$ cat src/design/dtq_pkg.sv
package dtq_pkg;

  localparam int QUEUE_DEPTH = 1024;
  localparam int IDX_W = $clog2(QUEUE_DEPTH);
  localparam int OCC_W = $clog2(QUEUE_DEPTH + 1);
  localparam int ENTRY_W = 32;
  localparam logic [10:0] MAX_PACKETS_RESET = 11'd1000;

  localparam logic [3:0] REQ_ENQUEUE     = 4'd0;
  localparam logic [3:0] REQ_DEQUEUE     = 4'd1;
  localparam logic [3:0] REQ_PEEK        = 4'd2;
  localparam logic [3:0] REQ_PUSH_FRONT  = 4'd3;
  localparam logic [3:0] REQ_FLUSH       = 4'd4;
  localparam logic [3:0] REQ_RESET_STATS = 4'd5;
  localparam logic [3:0] REQ_RESET_SHORT = 4'd6;
  localparam logic [3:0] REQ_COUNT_SMALL = 4'd7;
  localparam logic [3:0] REQ_READ_CNT    = 4'd8;

  localparam logic [2:0] SEL_RX_BYTES   = 3'd0;
  localparam logic [2:0] SEL_RX_PKTS    = 3'd1;
  localparam logic [2:0] SEL_DROP_BYTES = 3'd2;
  localparam logic [2:0] SEL_DROP_PKTS  = 3'd3;
  localparam logic [2:0] SEL_ENQ_VOL    = 3'd4;
  localparam logic [2:0] SEL_DEQ_VOL    = 3'd5;

  localparam logic CFG_MAX_PACKETS = 1'b0;
  localparam logic CFG_FLOW_ID     = 1'b1;

  localparam logic [1:0] EV_NONE  = 2'd0;
  localparam logic [1:0] EV_FIRST = 2'd1;
  localparam logic [1:0] EV_BUF   = 2'd2;

  typedef struct packed {
    logic             we;
    logic [IDX_W-1:0] waddr;
    logic [ENTRY_W-1:0] wdata;
    logic             re;
    logic [IDX_W-1:0] raddr;
  } mem_req_t;

endpackage

$ cat src/design/dtq_ctrl.sv
module dtq_ctrl
  import dtq_pkg::*;
(
  input  logic                clk,
  input  logic                rst_n,
  input  logic                in_valid,
  output logic                in_ready,
  input  logic [3:0]          in_req_type,
  input  logic [15:0]         in_pkt_handle,
  input  logic [15:0]         in_pkt_size,
  input  logic [15:0]         in_size_limit,
  input  logic [2:0]          in_counter_select,
  input  logic                cfg_valid,
  output logic                cfg_ready,
  input  logic                cfg_index,
  input  logic [31:0]         cfg_data,
  output mem_req_t            mem_req,
  input  logic [ENTRY_W-1:0]  mem_rdata,
  output logic                out_valid,
  input  logic                out_ready,
  output logic                out_accepted,
  output logic                out_item_valid,
  output logic [15:0]         out_item_handle,
  output logic [15:0]         out_item_size,
  output logic [1:0]          out_queue_event,
  output logic [7:0]          out_event_flow,
  output logic [10:0]         out_packet_count,
  output logic [31:0]         out_byte_count,
  output logic [31:0]         out_query_value
);

  typedef enum logic [1:0] {S_IDLE, S_READ, S_SCAN, S_OUT} state_t;

  state_t state_r;
  logic [IDX_W-1:0] head_r;
  logic [OCC_W-1:0] occ_r, scan_r;
  logic [31:0] held_r, rxb_r, rxp_r, drb_r, drp_r, enq_r, deq_r;
  logic [10:0] maxp_r;
  logic [7:0] flow_r;
  logic [3:0] req_r;
  logic [15:0] limit_r;
  logic [31:0] query_r;

  logic in_fire, full, drop;
  logic [OCC_W-1:0] tail_off;
  logic [IDX_W-1:0] tail_idx, scan_idx;
  logic [15:0] rd_size;

  assign in_ready = (state_r == S_IDLE) && !out_valid;
  assign cfg_ready = 1'b1;
  assign in_fire = in_valid && in_ready;
  assign full = (occ_r == OCC_W'(QUEUE_DEPTH));
  assign drop = ({{(OCC_W > 11 ? OCC_W - 11 : 1){1'b0}}, maxp_r} <= {1'b0, occ_r}) || full;
  assign tail_off = occ_r;
  assign tail_idx = head_r + tail_off[IDX_W-1:0];
  assign scan_idx = head_r + scan_r[IDX_W-1:0];
  assign rd_size = mem_rdata[15:0];

  always_comb begin
    mem_req = '0;
    mem_req.wdata = {in_pkt_handle, in_pkt_size};
    if (in_fire && in_req_type == REQ_ENQUEUE && !drop) begin
      mem_req.we = 1'b1;
      mem_req.waddr = tail_idx;
    end else if (in_fire && in_req_type == REQ_PUSH_FRONT && !full) begin
      mem_req.we = 1'b1;
      mem_req.waddr = head_r - IDX_W'(1);
    end
    if (in_fire) begin
      mem_req.re = 1'b1;
      mem_req.raddr = head_r;
    end else if (state_r == S_SCAN) begin
      mem_req.re = 1'b1;
      mem_req.raddr = scan_idx + IDX_W'(1);
    end
  end

  always_ff @(posedge clk) begin
    if (!rst_n) begin
      state_r <= S_IDLE;
      out_valid <= 1'b0;
      head_r <= '0; occ_r <= '0; held_r <= '0;
      rxb_r <= '0; rxp_r <= '0; drb_r <= '0; drp_r <= '0;
      enq_r <= '0; deq_r <= '0;
      maxp_r <= MAX_PACKETS_RESET; flow_r <= '0;
    end else begin
      if (cfg_valid) begin
        if (cfg_index == CFG_MAX_PACKETS) maxp_r <= cfg_data[10:0];
        else flow_r <= cfg_data[7:0];
      end
      if (out_valid && out_ready) out_valid <= 1'b0;
      case (state_r)
        S_IDLE: if (in_fire) begin
          req_r <= in_req_type;
          limit_r <= in_size_limit;
          out_accepted <= 1'b1;
          out_item_valid <= 1'b0;
          out_item_handle <= '0;
          out_item_size <= '0;
          out_queue_event <= EV_NONE;
          out_event_flow <= '0;
          out_query_value <= '0;
          state_r <= S_OUT;
          case (in_req_type)
            REQ_ENQUEUE: begin
              if (drop) begin
                out_accepted <= 1'b0;
                drp_r <= drp_r + 32'd1;
                drb_r <= drb_r + 32'(in_pkt_size);
              end else begin
                out_queue_event <= (occ_r == '0) ? EV_FIRST : EV_BUF;
                out_event_flow <= flow_r;
                occ_r <= occ_r + OCC_W'(1);
                held_r <= held_r + 32'(in_pkt_size);
                rxb_r <= rxb_r + 32'(in_pkt_size);
                rxp_r <= rxp_r + 32'd1;
                enq_r <= enq_r + 32'(in_pkt_size);
              end
            end
            REQ_DEQUEUE, REQ_PEEK: if (occ_r != '0) state_r <= S_READ;
            REQ_PUSH_FRONT: begin
              if (full) out_accepted <= 1'b0;
              else begin
                head_r <= head_r - IDX_W'(1);
                occ_r <= occ_r + OCC_W'(1);
                held_r <= held_r + 32'(in_pkt_size);
                deq_r <= deq_r - 32'(in_pkt_size);
              end
            end
            REQ_FLUSH: begin
              deq_r <= deq_r + held_r;
              occ_r <= '0;
              held_r <= '0;
            end
            REQ_RESET_STATS: begin
              rxb_r <= '0; rxp_r <= '0; drb_r <= '0; drp_r <= '0;
            end
            REQ_RESET_SHORT: begin
              enq_r <= '0; deq_r <= '0;
            end
            REQ_COUNT_SMALL: begin
              scan_r <= '0;
              query_r <= '0;
              if (occ_r != '0) state_r <= S_SCAN;
            end
            REQ_READ_CNT: begin
              case (in_counter_select)
                SEL_RX_BYTES:   out_query_value <= rxb_r;
                SEL_RX_PKTS:    out_query_value <= rxp_r;
                SEL_DROP_BYTES: out_query_value <= drb_r;
                SEL_DROP_PKTS:  out_query_value <= drp_r;
                SEL_ENQ_VOL:    out_query_value <= enq_r;
                SEL_DEQ_VOL:    out_query_value <= deq_r;
                default:        out_query_value <= '0;
              endcase
            end
            default: ;
          endcase
          if (!(in_req_type == REQ_DEQUEUE || in_req_type == REQ_PEEK ||
                in_req_type == REQ_COUNT_SMALL) ||
              occ_r == '0) begin
            out_valid <= 1'b1;
            state_r <= S_IDLE;
          end
        end
        S_READ: begin
          out_item_valid <= 1'b1;
          out_item_handle <= mem_rdata[31:16];
          out_item_size <= rd_size;
          if (req_r == REQ_DEQUEUE) begin
            head_r <= head_r + IDX_W'(1);
            occ_r <= occ_r - OCC_W'(1);
            held_r <= held_r - 32'(rd_size);
            deq_r <= deq_r + 32'(rd_size);
          end
          out_valid <= 1'b1;
          state_r <= S_IDLE;
        end
        S_SCAN: begin
          if (rd_size > limit_r || scan_r + OCC_W'(1) == occ_r) begin
            out_query_value <= (rd_size > limit_r) ? query_r : query_r + 32'd1;
            out_valid <= 1'b1;
            state_r <= S_IDLE;
          end else begin
            query_r <= query_r + 32'd1;
            scan_r <= scan_r + OCC_W'(1);
          end
        end
        default: state_r <= S_IDLE;
      endcase
    end
  end

  assign out_packet_count = 11'(occ_r);
  assign out_byte_count = held_r;

endmodule

$ cat config.mk
export PLATFORM = sky130hd
export DESIGN_NAME = dtq_ctrl
export DESIGN_NICKNAME = d
export VERILOG_FILES = /design/src/design/dtq_pkg.sv /design/src/design/dtq_ctrl.sv
export SDC_FILE = /design/constraint.sdc
export NUM_CORES = 1
export LEC_CHECK = 0
export BUFFER_PORTS_ARGS = -buffer_cell sky130_fd_sc_hd__buf_2
export CORE_UTILIZATION = 35
export DETAILED_ROUTE_END_ITERATION = 6
export GPL_ROUTABILITY_DRIVEN = 0
export PLACE_DENSITY = 0.51
export SLEW_MARGIN = 20
export SYNTH_ARGS = -nofsm -noshare
export SYNTH_HDL_FRONTEND = slang
export SYNTH_SLANG_ARGS = --single-unit
$ cat constraint.sdc
create_clock -name clk -period 6 [get_ports clk]
set_clock_uncertainty 0.2 [all_clocks]
set_input_delay 0 -clock clk [delete_from_list [all_inputs] [get_ports clk]]
set_output_delay 0 -clock clk [all_outputs]
set_load 0.05 [all_outputs]
# --- Word-level counts from Yosys, hierarchy flattened ---
# Index checks and enable logic that the tools add are counted.
totals:
  reg_bits: 406
  latch_bits: 0
  mem_bits_rw: 0
  romBits: 0
  n_memories: 0
op_classes:
  add_sub_neg: 19
  multipliers: 0
  div_mod_pow: 0
  order_cmp: 2
  n_eq_ne: 31
  shift: 0
  muxes: 71
  bitwise: 2
  reduce_logical: 40
ops:
  columns: ["operator", "n"]
  rows:
  - ["$mux 32", 19]
  - ["$pmux 32 s2", 9]
  - ["$pmux 32 s3", 2]
  - ["$pmux 32 s6", 1]
  - ["$add 32x16->32", 5]
  - ["$mux 11", 11]
  - ["$add 32x1->32 const B", 3]
  - ["$pmux 16 s2", 2]
  - ["$sub 32x16->32", 2]
  - ["$pmux 11 s2", 2]
  - ["$mux 10", 4]
  - ["$pmux 11 s3", 1]
  - ["$add 32x32->32", 1]
  - ["$add 11x1->11 const B", 2]
  - ["$add 10x1->10 const B", 2]
  - ["$add 10x10->10", 2]
  - ["$pmux 10 s2", 1]
  - ["$eq 4x3->1 const B", 4]
  - ["$gt 16x16->1", 1]
  - ["$mux 16", 1]
  - ["$reduce_and 4->1", 4]
  - ["$reduce_and 5->1", 3]
  - ["$ne 2x2->1 const B", 6]
  - ["$eq 11x11->1", 1]
  - ["34 further kinds", 76]

# --- Longest topological paths before layout ---
logic_depth:
  depth_word: 8
  ltp_mapped: 21
  mapped_depth_nobuf: 21

# --- Worst setup path before layout ---
# OpenSTA, ideal clock, no wires.
synth_path:
  path_kind: "reg2reg"
  from: "reg out_valid"
  to: "reg query_r[0], enable pin"
  setup_time_ps: 497
  arrival_ps: 5478
  required_time_ps: 5303
  path_slack_ps: -175
  path_stages_with_launch: 7
  period_less_slack_ps: 6175
  cell_sequence: "dfxtp_1 > nor3_1 > nand2_1 > clkbuf_1 > nor3_1 > a21oi_1 > nor3_1"
synth_via:
  elab_chain_cells: 5
synth_lines:
  columns: ["element", "line", "rtl"]
  rows:
  - ["start: declaration", "dtq_ctrl.sv:19", "output logic out_valid,"]
  - ["start signal: assignment", "dtq_ctrl.sv:81", "out_valid <= 1'b0;"]
  - ["start signal: assignment", "dtq_ctrl.sv:91", "if (out_valid && out_ready) out_valid <= 1'b0;"]
  - ["start signal: assignment", "dtq_ctrl.sv:162", "out_valid <= 1'b1;"]
  - ["$logic_not 1->1", "dtq_ctrl.sv:49", "assign in_ready = (state_r == S_IDLE) && !out_valid;"]
  - ["$logic_and 1x1->1", "dtq_ctrl.sv:49", null]
  - ["net in_ready", "dtq_ctrl.sv:7", "output logic in_ready,"]
  - ["$logic_and 1x1->1", "dtq_ctrl.sv:51", "assign in_fire = in_valid && in_ready;"]
  - ["$ne 2x2->1 (no line)", null, null]
  - ["$reduce_and 5->1 (no line)", null, null]
  - ["end signal: assignment", "dtq_ctrl.sv:185", "query_r <= query_r + 32'd1;"]
  - ["end: declaration", "dtq_ctrl.sv:42", "logic [31:0] query_r;"]
# The timed path passes the listed nets, and every way through them passes these cells.
# A chain may end at the register's enable or synchronous reset.

==> flow_summary.toml <==
[status]
status = "completed"

[die]
die_width_um = 285
core-area_um2 = 79300
initial_utilization_pct = 35.5
core.rowCount = 103
die_h_um = 285
num_io_pins = 301
die-area_um2 = 81400

[worst_setup_path]
timing.rr.end = "rxp_r[18]$_SDFFE_PN0P_"
critPathKind = "reg2out"
path_max_fanout = 15
cp-end-kind = "output pin"
crit_arrival_ns = 4.93
r2r-start = "out_packet_count[1]$_SDFFE_PN0P_"
crit_chain = "inv_1 -> ha_1 -> nor2b_1 -> nand4_2 -> nor3_1 -> a2111oi_1 -> nand3_1 -> a21oi_1 -> buf_4 -> nand2_1 -> o22ai_1 -> buf_2"
cp_slowest_cell = "a2111oi_1"
required_ns = 5.80
rrSetupSlack_ns = 1.29
max_stage_delay_ns = 0.58
r2r_cells = 12
start_kind = "flop"

[layout]
multi_input_area_um2 = 17300
nets = 4052
n_antenna_cell = 0
seqCellArea_um2 = 9520
fill_cells = 8119
layout-drive-gt1-share_pct = 11.2
fin_util_pct = 42.2
area_growth_pct = 18.9

[grt]
grt_pass1_vias = 25100
grt_pass1_wl_um = 150000
grt_max_degree = 82
overflow = 0
antenna_found_initial = 1
grt_usage_pct = 23.4

[routing]
drc = 0
routedWlPerCell_um = 20.3
num_vias = 26300
vias_per_cell = 5.45
drt.antenna.violating_nets = 0
first_iter_violations = 1788
drt-total-wl_um = 97900
first_pass_iters = 5

[worst_hold_path]
hold_class = "in2reg"
min-delay-start = "in_pkt_size[15]"
worstHoldPathCells = 4
hold-path-endpoint = "enq_r[15]$_SDFFE_PN0P_"

[timing]
hold_viol = 0
min_period_over_period_pct = 85.6
period_minus_slack_ns = 5.13
report.final.slew_viol_count = 0
max_slew.worst_pin.slew_ns = 1.03
rsz0062_at_grt = "no"
setup_violations = 0
fmax_ghz = 0.195
relSlewSlack_pct = 31.2
finalSetupTns_ns = 0

[yosys]
async_flop_share_pct = 0
syn_avg_cell_area_um2 = 8.17
ys_seq_elements = 406
synth.distinct_cells = 84
ys_warn_count = 0
synthCells = 3439
syn_nets = 3760
syn_area_um2 = 28100
ys_seq_area_share_pct = 33.9
synth_flop_cell = "dfxtp_1"
synth-edff-count = 139

[power_and_ir_drop]
vdd_drop_max_uv = 202
finalPower_w = 0.00733
power_density_nw_per_um2 = 219
leakagePower_nw = 13.3

[clocking]
cts_resized = 0
cts_tree = "yes"
hold_buffers = 160
cts_buffers = 50
h-tree-depth = 2
cts_setup_buffers = 0
clkTransAtPathRegs_ns = 0.06
clkSinkCount = 406
insertion_delay_ns = 0.63
cts_buffer_depth = 3
root_buffer = "clkbuf_16"

[flow_run]
cap_violations = 0

[placement]
portBuffers = 246
hpwlAfterDp_um = 71100
## metal layers
| layer | vias to the layer above | part of all wire (%) | global-route usage (%) |
|---|---|---|---|
| li1 | 13000 | - | - |
| met1 | 12600 | 46 | 31.2 |
| met2 | 618 | 48 | 40.2 |
| met3 | 100 | 4.3 | 2.73 |
| met4 | 0 | 2.0 | 5.48 |
| met5 | - | 0 | 0 |
## how the worst max path moves through the flow
stage | startpoint | end | slack, ns | depth (start not counted)
floorplan | out_valid$_SDFF_PN0_ | query_r[0]$_SDFFCE_PN0P_ | 1.14 | 6
global placement | in_pkt_size[1] | deq_r[25]$_SDFFE_PN0P_ | 1.07 | 20
detailed placement | in_pkt_size[1] | deq_r[25]$_SDFFE_PN0P_ | 1.07 | 20
CTS | out_packet_count[1]$_SDFFE_PN0P_ | mem_req[45] | 0.85 | 12
global route | out_packet_count[1]$_SDFFE_PN0P_ | mem_req[45] | 0.55 | 12
finish | out_packet_count[1]$_SDFFE_PN0P_ | mem_req[45] | 0.87 | 12
## placed cells by master, fill, tap and decap left out, types with 17 or more instances in the layout
master and count:
a21oi_1 245, xor2_1 132, dlygate4sd3_1 160, and2_1 45, inv_1 119, o21a_1 30, a22oi_1 79, edfxtp_1 139
a31oi_1 30, dfxtp_1 267, nand4_1 51, nand2_1 314, nor2_1 428, buf_4 48, a211oi_1 28, nor3_1 89
nor2b_1 35, buf_2 246, nand2b_1 29, or3_1 42, a21o_1 76, clkbuf_16 51, a221oi_1 54, nand3_1 126
o22ai_1 49, nor4_1 23, ha_1 187, o21ai_0 149, o211ai_1 17, xnor2_1 165, and3_1 49
## cell type report
cell class | instances | area share, %
multi-input combinational | 2698 | 51.8
sequential | 406 | 28.5
timing repair buffer | 454 | 9.56
clock buffer | 68 | 4.17
tap | 1050 | 3.93
inverter | 121 | 1.37
clock inverter | 26 | 0.715
## worst max-delay path: cells and delay by family (launching register included)
family	cells	cell delay, ns
fa+ha+maj	1	0.30
simple gates	5	1.40
flops	1	0.52
compound gates	3	1.24
buf+inv	3	0.83
## power breakdown
group | internal (W) | leakage (nW) | total (W) | switching [W]
Clock | 0.00176 | 0.807 | 0.00309 | 0.00133
Combinational | 0.000462 | 9.02 | 0.00126 | 0.000802
Sequential | 0.00290 | 3.52 | 0.00297 | 0.0000705
## logic make-up after synthesis
family,after synthesis,synth area share [%]
buf+inv,335,4.99
compound gates,891,20.8
fa+ha+maj,196,8.97
simple gates,1311,22.0
other cells,1,0.0133
flops,406,33.9
mux,2,0.0712
xor+xnor,297,9.26
## Yosys cell counts (28+ instances only)
cell | n | area, µm²
a211oi_1 | 28 | 210
a21o_1 | 76 | 571
a21oi_1 | 246 | 1230
a221oi_1 | 54 | 473
a22oi_1 | 79 | 593
a31oi_1 | 30 | 188
and2_1 | 45 | 282
and3_1 | 49 | 307
buf_4 | 33 | 248
clkbuf_1 | 166 | 623
dfxtp_1 | 267 | 5350
edfxtp_1 | 139 | 4170
ha_1 | 187 | 2340
inv_1 | 120 | 450
nand2_1 | 316 | 1190
nand2b_1 | 31 | 194
nand3_1 | 126 | 631
nand4_1 | 51 | 319
nor2_1 | 432 | 1620
nor2b_1 | 35 | 219
nor3_1 | 91 | 455
o21a_1 | 30 | 225
o21ai_0 | 150 | 751
o22ai_1 | 49 | 307
or3_1 | 42 | 263
xnor2_1 | 165 | 1450
xor2_1 | 132 | 1160
## metrics by stage
stage | hold slack, ns | instance area, µm² | setup slack (ns) | cells
3_5_place_dp | -0.200 | 30200 | 1.07 | 4569
3_3_place_gp | -0.200 | 30200 | 1.07 | 4569
4_1_cts | 0.000706 | 33400 | 0.852 | 4823
5_1_grt | 0.0450 | 33400 | 0.551 | 4823
2_1_floorplan | -0.101 | 28100 | 1.14 | 3439
6_report | 0.0148 | 33400 | 0.865 | 4823
(Power assumes the default switching activity.)
